<file path="src/rtl/minutes_seconds_command_parser_assert.svh">
// Assertion macros for the parser RTL.
`ifndef MINUTES_SECONDS_COMMAND_PARSER_ASSERT_SVH
`define MINUTES_SECONDS_COMMAND_PARSER_ASSERT_SVH

// Same-cycle implication, checked out of reset.
`define MSCP_ASSERT(label, clk, rst_n, ante, cons) \
  label: assert property (@(posedge clk) disable iff (!(rst_n)) (ante) |-> (cons)) \
    else $error("parser assertion failed");

// Next-cycle implication, checked out of reset.
`define MSCP_ASSERT_NEXT(label, clk, rst_n, ante, cons) \
  label: assert property (@(posedge clk) disable iff (!(rst_n)) (ante) |=> (cons)) \
    else $error("parser assertion failed");

`endif

</file>
<file path="src/rtl/mscp_pkg.sv">
`timescale 1ns / 1ps
// ----------------------------------------------------------------------------
// mscp_pkg
// Types and constants for the minutes:seconds command parser.
// ----------------------------------------------------------------------------
package mscp_pkg;

  localparam int unsigned LINE_CHARS = 8;
  localparam int unsigned HELD_W     = $clog2(LINE_CHARS + 1);
  localparam int unsigned PADDR_W    = 3;
  localparam int unsigned PDATA_W    = 32;
  localparam int unsigned SECS_W     = 13;

  localparam logic [7:0] CHAR_CR    = 8'h0D;
  localparam logic [7:0] CHAR_LF    = 8'h0A;
  localparam logic [7:0] CHAR_COLON = 8'h3A;
  localparam logic [7:0] CHAR_ZERO  = 8'h30;
  localparam logic [7:0] CHAR_NINE  = 8'h39;

  localparam logic [9:0] SECONDS_LIMIT = 10'd60;
  localparam logic [9:0] MINUTES_MAX   = 10'd99;
  localparam logic [9:0] DIGIT_BASE    = 10'd10;
  localparam logic [SECS_W-1:0] SECS_PER_MIN = SECS_W'(60);
  localparam logic [SECS_W-1:0] SECS_MAX     = SECS_W'(5999);

  localparam logic [7:0] TIMEOUT_RESET = 8'd100;

  // register index, taken from paddr[2]
  localparam logic REG_TIMEOUT_POLLS = 1'b0;

  typedef struct packed {
    logic [HELD_W-1:0] held_count;
    logic [7:0]        idle_polls;
    logic [6:0]        minutes_value;
    logic [5:0]        seconds_value;
    logic              colon_seen;
    logic [1:0]        minute_count;
    logic [1:0]        second_count;
    logic              format_error;
  } line_state_t;

  typedef struct packed {
    logic              echo_valid;
    logic [7:0]        echo_byte;
    logic              updated;
    logic [SECS_W-1:0] new_seconds;
  } result_t;

endpackage

</file>
<file path="src/rtl/mscp_if.sv">
`timescale 1ns / 1ps
// ----------------------------------------------------------------------------
// mscp_in_if / mscp_out_if
// Valid/ready channels for input items and result items of the parser.
// ----------------------------------------------------------------------------
interface mscp_in_if;
  logic       valid;
  logic       ready;
  logic       func;
  logic [7:0] rx_byte;

  modport source (output valid, output func, output rx_byte, input ready);
  modport sink (input valid, input func, input rx_byte, output ready);
endinterface

interface mscp_out_if;
  logic        valid;
  logic        ready;
  logic        echo_valid;
  logic [7:0]  echo_byte;
  logic        updated;
  logic [12:0] new_seconds;

  modport source (output valid, output echo_valid, output echo_byte, output updated,
                  output new_seconds, input ready);
  modport sink (input valid, input echo_valid, input echo_byte, input updated,
                input new_seconds, output ready);
endinterface

</file>
<file path="src/rtl/minutes_seconds_command_parser.sv">
`timescale 1ns / 1ps
// ----------------------------------------------------------------------------
// minutes_seconds_command_parser
// Parses M[M][:S[S]] and :S[S] lines from serial bytes and poll ticks into seconds.
// ----------------------------------------------------------------------------
// Usage:
//   req_i carries one item per handshake: func 0 with a received byte in
//   rx_byte, or func 1 for a poll tick. rsp_o returns exactly one item per
//   input item: the echo (byte items only) and, when a line completes
//   validly on CR/LF or on idle timeout, updated with minutes*60+seconds.
//   The APB port holds timeout_polls at address 0 (reset 100).
// Pipeline: an accepted item is held in the input register, and its result
//   is written to the result register when the item advances; a stall on
//   rsp_o can hold the item in the input register.
// Throughput: one item per cycle while rsp_o is not held off. The line
//   state update (two multiplies by ten, one by sixty, compares) is the
//   combinational logic between the input register and the result register.
// Reset: clears the line state and the valid bits of both pipeline registers;
//   timeout_polls returns to 100.
// Stall: while rsp_o is held off, the result register holds; the input
//   register still takes one more item, then ready drops until space opens.
// ----------------------------------------------------------------------------
`include "minutes_seconds_command_parser_assert.svh"

module minutes_seconds_command_parser
  import mscp_pkg::*;
(
  input  logic               clk_i,
  input  logic               rst_ni,
  mscp_in_if.sink            req_i,
  mscp_out_if.source         rsp_o,
  input  logic               psel,
  input  logic               penable,
  input  logic               pwrite,
  input  logic [PADDR_W-1:0] paddr,
  input  logic [PDATA_W-1:0] pwdata,
  output logic [PDATA_W-1:0] prdata,
  output logic               pready
);

  logic              in_valid_q;
  logic              in_func_q;
  logic [7:0]        in_byte_q;
  logic              out_valid_q;
  result_t           out_q;
  result_t           out_d;
  line_state_t       line_q;
  line_state_t       line_d;
  logic [7:0]        timeout_q;
  logic              advance;
  logic              cfg_wr;
  logic              is_eol;
  logic              is_digit;
  logic              is_colon;
  logic [9:0]        min_v;
  logic [9:0]        sec_v;
  logic [7:0]        idle_inc;
  logic [SECS_W-1:0] total;
  logic              line_ok;
  logic              upd;

  // ---------------- configuration ----------------
  assign pready = 1'b1;
  assign cfg_wr = psel && penable && pwrite && pready;

  always_ff @(posedge clk_i or negedge rst_ni) begin
    if (!rst_ni) begin
      timeout_q <= TIMEOUT_RESET;
    end else if (cfg_wr && (paddr[2] == REG_TIMEOUT_POLLS)) begin
      timeout_q <= pwdata[7:0];
    end
  end

  always_comb begin
    prdata = '0;
    if (paddr[2] == REG_TIMEOUT_POLLS) begin
      prdata = PDATA_W'(timeout_q);
    end
  end

  // ---------------- handshake ----------------
  assign advance     = in_valid_q && (!out_valid_q || rsp_o.ready);
  assign req_i.ready = !in_valid_q || advance;

  always_ff @(posedge clk_i or negedge rst_ni) begin
    if (!rst_ni) begin
      in_valid_q <= 1'b0;
    end else if (req_i.ready) begin
      in_valid_q <= req_i.valid;
    end
  end

  always_ff @(posedge clk_i) begin
    if (req_i.valid && req_i.ready) begin
      in_func_q <= req_i.func;
      in_byte_q <= req_i.rx_byte;
    end
  end

  // ---------------- line parsing ----------------
  assign is_eol   = (in_byte_q == CHAR_CR) || (in_byte_q == CHAR_LF);
  assign is_colon = (in_byte_q == CHAR_COLON);
  assign is_digit = (in_byte_q >= CHAR_ZERO) && (in_byte_q <= CHAR_NINE);

  assign min_v    = 10'(line_q.minutes_value) * DIGIT_BASE + 10'(in_byte_q[3:0]);
  assign sec_v    = 10'(line_q.seconds_value) * DIGIT_BASE + 10'(in_byte_q[3:0]);
  assign idle_inc = line_q.idle_polls + 8'd1;
  assign total    = SECS_W'(line_q.minutes_value) * SECS_PER_MIN
                  + SECS_W'(line_q.seconds_value);
  assign line_ok  = !line_q.format_error
                  && !(!line_q.colon_seen && (line_q.minute_count == 2'd0))
                  && !(line_q.colon_seen && (line_q.second_count == 2'd0));

  always_comb begin
    line_d = line_q;
    upd    = 1'b0;
    if (!in_func_q) begin
      if (is_eol) begin
        if (line_q.held_count != '0) begin
          upd    = line_ok;
          line_d = '0;
        end
        line_d.idle_polls = '0;
      end else if (is_digit || is_colon) begin
        if (line_q.held_count < HELD_W'(LINE_CHARS)) begin
          if (!line_q.format_error) begin
            if (is_colon) begin
              if (line_q.colon_seen) begin
                line_d.format_error = 1'b1;
              end else begin
                line_d.colon_seen = 1'b1;
              end
            end else if (line_q.colon_seen) begin
              if ((line_q.second_count >= 2'd2) || (sec_v >= SECONDS_LIMIT)) begin
                line_d.format_error = 1'b1;
              end else begin
                line_d.seconds_value = sec_v[5:0];
                line_d.second_count  = line_q.second_count + 2'd1;
              end
            end else begin
              if ((line_q.minute_count >= 2'd2) || (min_v > MINUTES_MAX)) begin
                line_d.format_error = 1'b1;
              end else begin
                line_d.minutes_value = min_v[6:0];
                line_d.minute_count  = line_q.minute_count + 2'd1;
              end
            end
          end
          line_d.held_count = line_q.held_count + HELD_W'(1);
          line_d.idle_polls = '0;
        end else begin
          // buffer full: drop the whole line
          line_d = '0;
        end
      end else begin
        line_d = '0;
      end
    end else if (line_q.held_count != '0) begin
      line_d.idle_polls = idle_inc;
      if (idle_inc >= timeout_q) begin
        upd    = line_ok;
        line_d = '0;
      end
    end
  end

  always_comb begin
    out_d.echo_valid  = !in_func_q;
    out_d.echo_byte   = in_func_q ? 8'd0 : in_byte_q;
    out_d.updated     = upd;
    out_d.new_seconds = upd ? total : '0;
  end

  always_ff @(posedge clk_i or negedge rst_ni) begin
    if (!rst_ni) begin
      line_q <= '0;
    end else if (advance) begin
      line_q <= line_d;
    end
  end

  // ---------------- result register ----------------
  always_ff @(posedge clk_i or negedge rst_ni) begin
    if (!rst_ni) begin
      out_valid_q <= 1'b0;
    end else if (advance) begin
      out_valid_q <= 1'b1;
    end else if (rsp_o.ready) begin
      out_valid_q <= 1'b0;
    end
  end

  always_ff @(posedge clk_i) begin
    if (advance) begin
      out_q <= out_d;
    end
  end

  assign rsp_o.valid       = out_valid_q;
  assign rsp_o.echo_valid  = out_q.echo_valid;
  assign rsp_o.echo_byte   = out_q.echo_byte;
  assign rsp_o.updated     = out_q.updated;
  assign rsp_o.new_seconds = out_q.new_seconds;

  // ---------------- assertions ----------------
  `MSCP_ASSERT(a_held_bound, clk_i, rst_ni, 1'b1,
    line_q.held_count <= HELD_W'(LINE_CHARS))
  `MSCP_ASSERT(a_error_needs_held, clk_i, rst_ni, line_q.format_error,
    line_q.held_count != '0)
  `MSCP_ASSERT(a_stall_blocks_advance, clk_i, rst_ni, out_valid_q && !rsp_o.ready,
    !advance)
  `MSCP_ASSERT_NEXT(a_update_clears_line, clk_i, rst_ni, advance && upd,
    line_q.held_count == '0)
  `MSCP_ASSERT(a_seconds_range, clk_i, rst_ni, out_valid_q && out_q.updated,
    out_q.new_seconds <= SECS_MAX)

endmodule

</file>
<file path="src/flat_wrapper.sv">
// flat-port wrapper written by rule: the top's interface ports become plain ports
module minutes_seconds_command_parser_flat import mscp_pkg::*;
  (clk_i, rst_ni, psel, penable, pwrite, paddr, pwdata, prdata, pready, req_i_valid, req_i_func, req_i_rx_byte, req_i_ready, rsp_o_valid, rsp_o_echo_valid, rsp_o_echo_byte, rsp_o_updated, rsp_o_new_seconds, rsp_o_ready);
  mscp_in_if req_i_i ();
  mscp_out_if rsp_o_i ();
  input  logic clk_i;
  input  logic rst_ni;
  input  logic psel;
  input  logic penable;
  input  logic pwrite;
  input  logic [PADDR_W-1:0] paddr;
  input  logic [PDATA_W-1:0] pwdata;
  output logic [PDATA_W-1:0] prdata;
  output logic pready;
  input wire logic [$bits(req_i_i.valid)-1:0] req_i_valid;
  input wire logic [$bits(req_i_i.func)-1:0] req_i_func;
  input wire logic [$bits(req_i_i.rx_byte)-1:0] req_i_rx_byte;
  output wire logic [$bits(req_i_i.ready)-1:0] req_i_ready;
  output wire logic [$bits(rsp_o_i.valid)-1:0] rsp_o_valid;
  output wire logic [$bits(rsp_o_i.echo_valid)-1:0] rsp_o_echo_valid;
  output wire logic [$bits(rsp_o_i.echo_byte)-1:0] rsp_o_echo_byte;
  output wire logic [$bits(rsp_o_i.updated)-1:0] rsp_o_updated;
  output wire logic [$bits(rsp_o_i.new_seconds)-1:0] rsp_o_new_seconds;
  input wire logic [$bits(rsp_o_i.ready)-1:0] rsp_o_ready;
  assign req_i_i.valid = req_i_valid;
  assign req_i_i.func = req_i_func;
  assign req_i_i.rx_byte = req_i_rx_byte;
  assign req_i_ready = req_i_i.ready;
  assign rsp_o_valid = rsp_o_i.valid;
  assign rsp_o_echo_valid = rsp_o_i.echo_valid;
  assign rsp_o_echo_byte = rsp_o_i.echo_byte;
  assign rsp_o_updated = rsp_o_i.updated;
  assign rsp_o_new_seconds = rsp_o_i.new_seconds;
  assign rsp_o_i.ready = rsp_o_ready;
  minutes_seconds_command_parser u_core (.clk_i(clk_i), .rst_ni(rst_ni), .req_i(req_i_i), .rsp_o(rsp_o_i), .psel(psel), .penable(penable), .pwrite(pwrite), .paddr(paddr), .pwdata(pwdata), .prdata(prdata), .pready(pready));
endmodule
</file>
<file path="config.mk">
export PLATFORM = sky130hd
export DESIGN_NAME = minutes_seconds_command_parser_flat
export DESIGN_NICKNAME = d
export VERILOG_FILES = /design/src/rtl/mscp_pkg.sv /design/src/rtl/mscp_if.sv /design/src/rtl/minutes_seconds_command_parser.sv /design/src/flat_wrapper.sv
export VERILOG_INCLUDE_DIRS = /design/src /design/src/rtl
export SDC_FILE = /design/constraint.sdc
export NUM_CORES = 1
export LEC_CHECK = 0
export BUFFER_PORTS_ARGS = -buffer_cell sky130_fd_sc_hd__buf_2
export CORE_MARGIN = 1
export CORE_UTILIZATION = 38
export CTS_BUF_LIST = sky130_fd_sc_hd__clkbuf_4 sky130_fd_sc_hd__clkbuf_8
export DETAILED_ROUTE_END_ITERATION = 8
export PLACE_DENSITY = 0.62
export RECOVER_POWER = 50
export SLEW_MARGIN = 20
export SYNTH_ARGS = -nofsm -noshare
export SYNTH_HDL_FRONTEND = slang
export SYNTH_SLANG_ARGS = --single-unit
</file>
<file path="constraint.sdc">
create_clock -name clk_i -period 5 [get_ports clk_i]
set_input_delay 1.5 -clock clk_i [delete_from_list [all_inputs] [get_ports clk_i]]
set_output_delay 1.5 -clock clk_i [all_outputs]
set_load 0.1 [all_outputs]
</file>
# ---- Word-level counts from Yosys, hierarchy flattened
# Index checks and enable logic that the tools add are counted.
dict set report word_totals {
  register_bits 73
  in_bits 51
  output_inout_bits 58
  word_cells 113
}
dict set report op_classes {
  n_addsub 7
  multipliers 3
  n_lt_le_gt_ge 8
  eq_ne 13
  muxes 32
  bitwise 1
  n_reduce_logical 32
}
# cell n
set op_table {}
lappend op_table {{$mux 31} 7}
lappend op_table {{$add 10x4->10} 2}
lappend op_table {{$mux 19} 1}
lappend op_table {{$eq 8x4->1 const B} 2}
lappend op_table {{$reduce_and 8->1} 2}
lappend op_table {{$ne 5x3->1 const B} 3}
lappend op_table {{$mux 7} 2}
lappend op_table {{$add 13x6->13} 1}
lappend op_table {{$mux 1} 13}
lappend op_table {{$mux 13} 1}
lappend op_table {{$mux 6} 2}
lappend op_table {{$mul 7x4->11 const B} 1}
lappend op_table {{$ge 10x6->1 const B} 1}
lappend op_table {{$gt 10x7->1 const B} 1}
lappend op_table {{$logic_and 1x1->1} 10}
lappend op_table {{$ne 5x2->1 const B} 2}
lappend op_table {{$ne 5x4->1 const B} 2}
lappend op_table {{$mul 6x3->9 const B} 1}
lappend op_table {{$mul 7x3->9 const B} 1}
lappend op_table {{$add 8x1->8 const B} 1}
lappend op_table {{$eq 8x6->1 const B} 1}
lappend op_table {{$ge 8x6->1 const B} 1}
lappend op_table {{$ge 8x8->1} 1}
lappend op_table {{$le 8x6->1 const B} 1}
lappend op_table {{17 further kinds} 36}

# ---- Longest topological paths before layout
dict set report depth {
  ltp_word 12
  mapped_depth 12
  mapped_depth_nobuf 12
}

# ---- Least setup slack after synthesis
# No wires, ideal clock.
dict set report synth_path {
  path_type {input to output}
  from {input port paddr[2]}
  to {output port prdata[0]}
  arrival_ns 3.013
  required_time_ns 3.500
  path_slack_ns 0.487
  cell_stages 2
  n_path_buf 1
  cell_sequence {clkbuf_1 nor2b_1}
}
dict set report synth_via {
  elab_chain_len 1
}
# element line_no
set synth_lines {}
lappend synth_lines {{start: declaration} flat_wrapper.sv:11} ;# input logic [PADDR_W-1:0] paddr;
lappend synth_lines {{$mux 8} minutes_seconds_command_parser.sv:76} ;# if (paddr[2] == REG_TIMEOUT_POLLS) begin
lappend synth_lines {{end: declaration} flat_wrapper.sv:13} ;# output logic [PDATA_W-1:0] prdata;
# No other way between the ends.

# ---- Worst setup path in the final report
dict set report layout_path {
  from {input port rsp_o_ready}
  to {register u_core.line_q[24] (netlist bit)}
}
dict set report layout_via {
  elab_chain_len 3
}
# element line_no
set layout_lines {}
lappend layout_lines {{start: declaration} flat_wrapper.sv:24} ;# input wire logic [$bits(rsp_o_i.ready)-1:0] rsp_o_ready;
lappend layout_lines {{$logic_or 1x1->1} minutes_seconds_command_parser.sv:82} ;# assign advance = in_valid_q && (!out_valid_q || rsp_o.ready);
lappend layout_lines {{$logic_and 1x1->1} minutes_seconds_command_parser.sv:82}
lappend layout_lines {{named net u_core.advance} minutes_seconds_command_parser.sv:50} ;# logic advance;
lappend layout_lines {{$reduce_and 2->1 (no line)} -}
lappend layout_lines {{end signal: assignment} minutes_seconds_command_parser.sv:178} ;# line_q <= line_d;
lappend layout_lines {{end: declaration} minutes_seconds_command_parser.sv:47} ;# line_state_t line_q;
# The timed path passes the listed nets, and every way through them passes these cells.
# A chain may end at the register's enable or synchronous reset.

==> metrics.yaml <==
floorplan:
  die_area_um2: 14400
  die_h_um: 120
  io_pins: 109
  initial_core_util_pct: 39.6
  core_area_um2: 13400
  rows: 42
  die_w_um: 120
finish:
  antenna_cells: 0
  utilization_pct: 43.7
  ff_latch_area_um2: 1990
  fin_cells: 748
  multi_input_area_um2: 3030
  fill_cells: 1298
  final_area_um2: 5860
  drive_gt1_share_pct: 17.3
  syn_to_final_growth_pct: 10.5
  nNetsFinal: 691
routing:
  wl_per_cell_um: 13.7
  routed_wl_um: 10200
  ant_nets: 0
  drt-pass1-iter-count: 4
  vias: 3782
  drtIter0Drc: 145
  viasPerCell: 5.06
  drc: 0
timing:
  hold_viol: 0
  worst_slew_pin_slew_ps: 2230
  rsz0062_at_grt: "no"
  fmax_mhz: 259
  finalCriticalPeriod_ps: 3870
  maxSlewViolCount: 42
  relSlewSlack_pct: -48.8
  setup_viol: 0
  finalCritPeriodShare_pct: 77.4
  fin_skew_ps: 6.13
  setup_tns_ps: 0
clocking:
  ctsRootBufferMaster: "clkbuf_8"
  cts_tree: "built"
  post-cts-setup-buffers: 0
  clockBufferDepth: 2
  cts_resized: 0
  cts_buffers: 9
  clk_pin_slew_ps: 70
  cts_sinks: 73
  cts_htree_levels: 3
  clkLatencyLatePin_ps: 370
  cts.hold.buffers_added: 0
worst_setup_path:
  path_cells: "buf_2 > nand2b_1 > nand2_1 > inv_1 > clkbuf_1 > nand2_1 > or2_2 > o31ai_1"
  worst-setup-path-type: "in2reg"
  critical-path-top-delay-family: "simple AND/OR/NAND/NOR gates"
  end_kind: "flop"
  cp_num_cells: 8
  crit_path_start_kind: "input pin"
  crit_arrival_ps: 4140
  critPathBufInv: 3
  slowest_delay_ps: 1010
  worstPathMaxFanout: 26
  crit_slowest_cell: "clkbuf_1"
  cp_common_cell: "nand2_1"
  worstRegToRegCells: 10
  r2r_setup_slack_ps: 1210
  required_ps: 5270
grt:
  grt_pass1_wl_um: 17100
  grt_max_degree: 42
  overflow: 0
  grt_pass1_vias: 3743
  antenna_found_initial: 0
  met1_usage_pct: 18.6
  met3_usage_pct: 3.66
  grt_busiest_layer: "met2"
  grt_use_met2_pct: 25.1
  track_usage_pct: 15.2
pwr:
  p_clk_share_pct: 23.6
  p_int_mw: 1.10
  max-vdd-ir-drop_uv: 189
  p_seq_share_pct: 41.5
  p_leak_nw: 2.81
  p_comb_share_pct: 34.9
  switching_share_pct: 40.1
  p_per_area_nw_per_um2: 313
  power_switching_mw: 0.734
yosys:
  synth_top_area_share_pct: 18.1
  ys_async_sr_fraction_pct: 56.2
  ys_ff_latch: 73
  synth_area_leaders: "edfxtp_1 (18%), dfrtp_1 (18%), ha_1 (13%), fa_1 (6.0%), buf_4 (3.5%)"
  netlist.top_cell.by_area: "edfxtp_1"
  synth_seq_area_share_pct: 37.6
  synthCells: 506
  synth_warnings: 0
  syn_area_um2: 5300
  synth_top_cells_by_count: "ha_1 (57), nor2_1 (41), dfrtp_1 (38), inv_1 (38), edfxtp_1 (32)"
  syn_avg_cell_area_um2: 10.5
  synth_edf_count: 32
  synth-main-ff-cell: "dfrtp_1"
  synth_most_common_cell: "ha_1"
  ys_types: 70
placement:
  dp.cells: 732
  place_congestion: 0.827
  placed_cell_area_um2: 5680
  portBuffers: 57
  hpwl_um: 7930
job:
  maxCapViolCount: 1
hold_path:
  worstHoldPathCells: 1
  hold_path.class: "reg2reg"
status:
  violations: "max-capacitance violations, max-slew violations"
  status: "finished, violations left"
## layout make-up
cell class,count,area share [%]
Clock buffer,15,2.99
Clock inverter,1,0.0854
Inverter,39,2.50
Multi-Input combinational cell,386,51.8
Sequential cell,73,34.0
Tap cell,176,3.76
Timing Repair Buffer,58,4.91
## sequential cells by signal (all words and copies together) (netlist names), 8 cells and up
signal and cells:
u_core.in_byte_q 8, u_core.line_q 31, u_core.rsp_o.echo_byte 8, u_core.rsp_o.new_seconds 13
u_core.timeout_q 8
## power groups by stage
stage,logic [mW],registers (mW),clock network [mW]
final,0.639,0.760,0.433
after global routing,0.698,0.769,0.467
after CTS,0.645,0.759,0.451
after detailed placement,0.642,0.771,0
after global placement,0.629,0.768,0
after floorplan,0.459,0.849,0
## metrics by stage
stage	hold WS, ps	worst slack (ps)	power (mW)
3_5_place_dp	482	1210	1.41
4_1_cts	491	1170	1.85
5_1_grt	507	768	1.93
3_3_place_gp	473	1240	1.40
6_report	486	1130	1.83
2_1_floorplan	449	487	1.31
## final timing paths
check                                              startpoint                             to
max in group asynchronous                              rst_ni  u_core.line_q[26]$_DFFE_PN0P_
worst min-delay path             u_core.line_q[1]$_DFFE_PN0P_   u_core.line_q[1]$_DFFE_PN0P_
min in group asynchronous                              rst_ni   u_core.line_q[7]$_DFFE_PN0P_
worst min register to register   u_core.line_q[1]$_DFFE_PN0P_   u_core.line_q[1]$_DFFE_PN0P_
worst max-delay path                              rsp_o_ready  u_core.line_q[24]$_DFFE_PN0P_
worst max register to register  u_core.line_q[13]$_DFFE_PN0P_   u_core.line_q[3]$_DFFE_PN0P_
## metal layers
| metal | up-vias | wire [um] | part of all wire (%) |
|---|---|---|---|
| met4 | 0 | 188 | 1.8 |
| met5 | - | 0 | 0 |
| met1 | 1792 | 4720 | 46 |
| met3 | 12 | 390 | 3.8 |
| met2 | 82 | 4930 | 48 |
| li1 | 1896 | - | - |
## cells by family after synthesis
logic type	share of synthesized area (%)
AO/OA/AOI/OAI	14.2
AND/OR/NAND/NOR	15.3
other	0.142
flip-flops	37.6
XOR/XNOR	4.37
multiplexers	2.10
adder cells (fa/ha/maj)	19.5
buffers and inverters	6.87
## placed cells by master, fill, tap and decap left out, drive strengths merged, types with 17 or more instances in the layout
cell	netlist	layout
nor2	41	41
buf	26	56
clkbuf	5	17
o21ai	23	23
dfrtp	38	38
ha	57	57
inv	39	39
nand2	27	27
conb	2	25
edfxtp	32	32
(Power assumes the default switching activity.)
